--- config.mk ---
export PLATFORM = sky130hd
export DESIGN_NAME = pva_cell
export DESIGN_NICKNAME = d
export VERILOG_FILES = /design/src/rtl/core/pva_pkg.sv /design/src/rtl/core/pva_cell.sv
export SDC_FILE = /design/constraint.sdc
export NUM_CORES = 1
export LEC_CHECK = 0
export BUFFER_PORTS_ARGS = -buffer_cell sky130_fd_sc_hd__buf_2
export CAP_MARGIN = 20
export CORE_MARGIN = 5
export CORE_UTILIZATION = 38
export DETAILED_ROUTE_END_ITERATION = 10
export GPL_TIMING_DRIVEN = 0
export HOLD_SLACK_MARGIN = 0.12
export PLACE_DENSITY = 0.61
export SYNTH_ARGS = -nofsm -noshare
export SYNTH_HDL_FRONTEND = slang
export SYNTH_SLANG_ARGS = --single-unit
--- constraint.sdc ---
create_clock -name clk -period 3.04 [get_ports clk]
set_input_delay 0.152 -clock clk [delete_from_list [all_inputs] [get_ports clk]]
set_output_delay 0.152 -clock clk [all_outputs]
set_load 0.005 [all_outputs]
--- src/rtl/core/pva_pkg.sv ---
// shared types, constants and arctangent table for the polar vector adder
package pva_pkg;

  localparam int CompW       = 34;
  localparam int AngW        = 26;
  localparam int AtanEntries = 24;

  typedef logic signed [CompW-1:0] comp_t;
  typedef logic signed [AngW-1:0]  ang_t;

  localparam logic [23:0] InvGain      = 24'd10188014;
  localparam logic signed [17:0] TurnUnits    = 18'sd46080;
  localparam logic signed [17:0] HalfTurn     = 18'sd23040;
  localparam logic signed [17:0] QuarterTurn  = 18'sd11520;
  localparam ang_t HalfTurnFine = 26'sd11796480;
  localparam logic [16:0] MagMax = 17'd131071;

  // atan(2^-i) in units of 2^-16 degree
  function automatic ang_t atan_fine(input logic [4:0] idx);
    ang_t v;
    unique case (idx)
      5'd0:  v = 26'sd2949120;
      5'd1:  v = 26'sd1740967;
      5'd2:  v = 26'sd919879;
      5'd3:  v = 26'sd466945;
      5'd4:  v = 26'sd234379;
      5'd5:  v = 26'sd117304;
      5'd6:  v = 26'sd58666;
      5'd7:  v = 26'sd29335;
      5'd8:  v = 26'sd14668;
      5'd9:  v = 26'sd7334;
      5'd10: v = 26'sd3667;
      5'd11: v = 26'sd1833;
      5'd12: v = 26'sd917;
      5'd13: v = 26'sd458;
      5'd14: v = 26'sd229;
      5'd15: v = 26'sd115;
      5'd16: v = 26'sd57;
      5'd17: v = 26'sd29;
      5'd18: v = 26'sd14;
      5'd19: v = 26'sd7;
      5'd20: v = 26'sd4;
      5'd21: v = 26'sd2;
      5'd22: v = 26'sd1;
      default: v = 26'sd0;
    endcase
    return v;
  endfunction

endpackage

--- src/rtl/core/pva_cell.sv ---
// one cordic micro-rotation cell, registered, for rotation or vectoring chains
module pva_cell #(
  parameter int IDX = 0,
  parameter bit VEC = 1'b0
) (
  input  logic           clk,
  input  pva_pkg::comp_t x_i,
  input  pva_pkg::comp_t y_i,
  input  pva_pkg::ang_t  z_i,
  output pva_pkg::comp_t x_o,
  output pva_pkg::comp_t y_o,
  output pva_pkg::ang_t  z_o
);

  localparam logic [4:0] Sel = IDX[4:0];

  pva_pkg::comp_t x_r, y_r, dx, dy;
  pva_pkg::ang_t  z_r, at;
  logic           pos;

  assign dx  = y_i >>> IDX;
  assign dy  = x_i >>> IDX;
  assign at  = pva_pkg::atan_fine(Sel);
  // rotation steers on angle sign, vectoring on y sign
  assign pos = VEC ? y_i[pva_pkg::CompW-1] : ~z_i[pva_pkg::AngW-1];

  always_ff @(posedge clk) begin
    if (pos) begin
      x_r <= x_i - dx;
      y_r <= y_i + dy;
      z_r <= z_i - at;
    end else begin
      x_r <= x_i + dx;
      y_r <= y_i - dy;
      z_r <= z_i + at;
    end
  end

  assign x_o = x_r;
  assign y_o = y_r;
  assign z_o = z_r;

endmodule

[Yosys cells after proc, flatten, opt, wreduce, memory -nomap -nowiden]
Index checks and enable logic that the tools add are counted.
Storage, ports and cells
  flip-flop bits (word level): 94
  memories: 0
  bits in read-only memories: 0
  logic and storage cells: 11
  output and inout port bits: 94
  latch bits: 0
  memory bits (writable): 0
Operators by class
  reductions and logical operators: 0
  add/subtract/negate cells: 5
  equality and inequality tests: 0
  shift operators: 0
  bitwise logic cells: 0
  magnitude comparators: 0
  multipliers: 0
  divide/modulo/power cells: 0
  mux-type cells: 3
Operators by type and width (count)
  34-bit two-way mux: 2
  34-bit subtractor: 2
  34-bit adder: 1
  26-bit by 23-bit adder with 26-bit output (second input constant): 1
  26-bit two-way mux: 1
  26-bit by 23-bit subtractor with 26-bit output (second input constant): 1

[Longest topological paths before layout]
  depth after elaboration: 2
  gate-level depth with buffers: 13
  gate-level depth less buffers: 13

[Worst setup path before layout]
No wires, ideal clock.
  kind: input port to flip-flop
  from: in x_i[6]
  to: reg y_r[29], in the netlist y_o[29]
  slack: 0.386 ns
  stages on the path: 12
  data required time: 2.911 ns
  arrival: 2.525 ns
  buffers on the path: 1
  cell sequence: inv_1 -> ha_1 -> buf_6 -> or3_4 -> o41ai_2 -> o31ai_2 -> o31ai_4 -> a211oi_4 -> o41ai_4 -> a211oi_1 -> a31oi_1 -> xnor2_1
Between the ends
  cells in the longest elaborated chain, start to end: 2
RTL lines
  start, declared: line pva_cell.sv:7  | input pva_pkg::comp_t x_i,
  34-bit adder or 34-bit subtractor (tied branches): line pva_cell.sv:30, pva_cell.sv:34
  34-bit two-way mux (*): line pva_cell.sv:28  | if (pos) begin
  end signal, assigned: line pva_cell.sv:30  | y_r <= y_i + dy;
  end signal, assigned: line pva_cell.sv:34  | y_r <= y_i - dy;
  end, declared: line pva_cell.sv:17  | pva_pkg::comp_t x_r, y_r, dx, dy;
Every way passes the cells marked *; elsewhere a longest branch is shown, timed or not.

[Worst setup path after layout]
  from: in x_i[1]
  to: reg y_r[23], in the netlist y_o[23]
The elaborated chain is that of the path after synthesis.

==> flow_metrics.py <==
metrics = {
    "cells_and_area": {
        "regArea_um2": 1862,
        "final_cell_mix": "buf_2 (192), a21oi_1 (117), ha_1 (108)",
        "diodes": 0,
        "areaGrowthSynthToFinish_pct": 23.42,
        "fillers": 2076,
        "multi_input_area_um2": 5401,
        "drive_gt1_share_pct": 19.50,
        "final_common_cell": "buf_2",
        "final_nets": 1412,
        "post-route-util_pct": 47.58,
    },
    "timing": {
        "slew_headroom_pct": 32.17,
        "drv_slew": 0,
        "finalSetupViolCount": 0,
        "tightest_slew_ps": 1017,
        "max_freq_ghz": 0.3397,
        "fin_crit_sh_pct": 96.83,
        "whs_ps": 165.0,
        "hold_violations": 0,
        "fin_crit_ps": 2944,
        "tns_ps": 0,
    },
    "global_route": {
        "grt_max_degree": 17,
        "grt_use_total_pct": 21.37,
        "antenna_found_initial": 0,
        "gr-max-usage-layer": "met2",
        "overflow": 0,
        "grt_pass1_vias": 7676,
        "gr-usage-met1_pct": 29.38,
        "use_met2_pct": 33.47,
        "use_met3_pct": 4.043,
        "grt_pass1_wl_um": 40500,
    },
    "clock_network": {
        "cts_sinks": 93,
        "cts_buffer_depth": 2,
        "root_buffer": "clkbuf_16",
        "clk_pin_slew_ps": 70,
        "cts_tree": "built",
        "htreeDepth": 3,
        "cts_buffers": 9,
    },
    "min_path": {
        "min_from": "z_i[19]",
        "hold_end": "z_o[19]$_DFF_P_",
        "hp-class": "in -> reg",
        "hold_depth": 3,
    },
    "die": {
        "initial_core_util_pct": 38.55,
        "fp.dieH_um": 153.3,
        "die_x_um": 153.3,
        "coreArea_um2": 20230,
        "rows": 52,
        "io_pins": 189,
        "fp.dieArea_um2": 23490,
    },
    "power_and_ir_drop": {
        "vdd_drop_max_mv": 0.2647,
        "power_uw": 4422,
        "p_per_area_nw_per_um2": 459.4,
        "p_leak_uw": 0.004679,
    },
    "detailed_routing": {
        "detail-route-antenna-nets": 0,
        "first_pass_iters": 6,
        "vias_per_cell": 5.309,
        "drt_iter0_markers": 780,
        "num_vias": 7857,
        "post_drt_wl_per_cell_um": 17.74,
        "drc": 0,
        "routed_wl_um": 26260,
    },
    "synth": {
        "ys_warn_count": 0,
        "syn-instance-count": 986,
        "avgSynthCellArea_um2": 7.911,
        "netlist_area_um2": 7800,
        "ys_seq_area_share_pct": 23.87,
        "synth.distinct_cells": 63,
        "synth_edf_count": 0,
        "syn_nets": 1193,
        "synthArstFlopShare_pct": 0,
        "synth-seq-cells": 93,
        "ys.flop_type": "dfxtp_1",
    },
    "setup_path": {
        "critPathKind": "in -> reg",
        "required_ps": 3290,
        "start_kind": "input pin",
        "critPathMaxFanout": 5,
        "cp.arrival_ps": 3190,
        "crit_path_end_kind": "register",
    },
    "placed_design": {
        "portBuffers": 188,
        "dp_hpwl_um": 20900,
        "place_congestion": 0.9534,
    },
    "run": {
        "maxCapViolations": 0,
    },
    "status": {
        "status": "finished, final reports clean",
    },
}
cells by family (layout without fill, tap and decap cells):
| family | after synthesis | count (layout) | synth area share (%) |
|---|---|---|---|
| adders and majority gates | 112 | 112 | 18.35 |
| DFF | 93 | 93 | 23.87 |
| xor gates and xnor gates | 72 | 72 | 8.085 |
| and+or+nand+nor | 208 | 208 | 12.50 |
| AOI/OAI and AO/OA | 330 | 330 | 27.06 |
| buffers and inverters | 150 | 374 | 7.427 |
| muxes | 21 | 21 | 2.711 |
registers in the layout, indices dropped and copies added, names as in the netlist:
register,count
y_o,34
x_o,33
z_o,26
synth_stat cells, types with 4 or more instances:
| cell | number | area, µm² |
|---|---|---|
| clkbuf_1 | 31 | 116.4 |
| or3_1 | 7 | 43.79 |
| nor2b_1 | 11 | 68.82 |
| mux2i_1 | 20 | 200.2 |
| nor4_1 | 10 | 62.56 |
| nand2_1 | 41 | 153.9 |
| nor2_1 | 77 | 289.0 |
| buf_2 | 4 | 20.02 |
| a211oi_1 | 10 | 75.07 |
| fa_1 | 4 | 80.08 |
| nand4_1 | 8 | 50.05 |
| inv_1 | 104 | 390.4 |
| o21a_1 | 6 | 45.04 |
| xor2_1 | 13 | 113.9 |
| o21bai_1 | 25 | 187.7 |
| nor3_1 | 20 | 100.1 |
| buf_1 | 7 | 26.28 |
| o221ai_1 | 4 | 35.03 |
| a2111oi_0 | 6 | 52.55 |
| ha_1 | 108 | 1351 |
| a21oi_1 | 118 | 590.6 |
| a21o_1 | 34 | 255.2 |
| xnor2_1 | 59 | 516.8 |
| dfxtp_1 | 93 | 1862 |
| a31oi_1 | 7 | 43.79 |
| o211ai_1 | 5 | 37.54 |
| o31ai_1 | 11 | 82.58 |
| nand2b_1 | 11 | 68.82 |
| o21ai_0 | 71 | 355.3 |
| nand3_1 | 12 | 60.06 |
how the worst max path moves through the flow:
| stage | startpoint | end | slack, ps | depth (start not counted) |
|---|---|---|---|---|
| final | x_i[1] | y_o[23]$_DFF_P_ | 100 | 13 |
| after global placement | x_i[8] | y_o[29]$_DFF_P_ | -450 | 12 |
| after detailed placement | x_i[8] | y_o[29]$_DFF_P_ | -480 | 12 |
| after CTS | x_i[1] | y_o[29]$_DFF_P_ | -0.08 | 13 |
| after global routing | x_i[1] | y_o[23]$_DFF_P_ | -10 | 13 |
| after floorplan | x_i[6] | y_o[29]$_DFF_P_ | 390 | 12 |
area by class of cell:
type | count | share of cell area (%)
buffer | 43 | 1.911
timing repair buffer | 209 | 11.93
clock buffer | 11 | 2.625
tap | 270 | 3.509
clock inverter | 5 | 0.4419
inverter | 106 | 4.133
sequential | 93 | 19.34
multi-input combinational | 743 | 56.11
what timing repair did:
item | CTS | global route
hold buffers | 20 | 0
pin swaps | 0 | 2
resized for setup | 2 | 18
hold endpoints to repair | 20 | 0
setup endpoints to repair | 2 | 19
buffers inserted | 0 | 1
critical path: stages:
cell and delay [ps]:
buf_2 150, inv_1 90, ha_1 320, nand2b_1 170, a221o_1 350, o41ai_4 360
o31ai_4 160, o31ai_4 240, buf_4 190, a21oi_1 150, o31ai_1 420, mux2i_1 160
xor2_1 270
power breakdown:
part	switching (µW)	internal [µW]	total (µW)
Combinational	1020	722	1740
Clock	539	610	1150
Sequential	59.3	1470	1530
Total	1620	2800	4420
metal layers:
layer,up-vias,part of all wire (%)
li1,3865,-
met1,3557,45
met2,374,44
met3,61,8.8
met4,0,2.9
met5,-,0
per-stage QoR:
stage	instance area, µm²	setup slack [ps]	std cells
2_1_floorplan	7800	386.2	986
6_report	9627	96.24	1480
3_3_place_gp	9079	-449.9	1444
5_1_grt	9627	-13.74	1480
3_5_place_dp	9079	-480.4	1444
4_1_cts	9577	-0.08482	1480
Power figures use the tool's default switching activity.
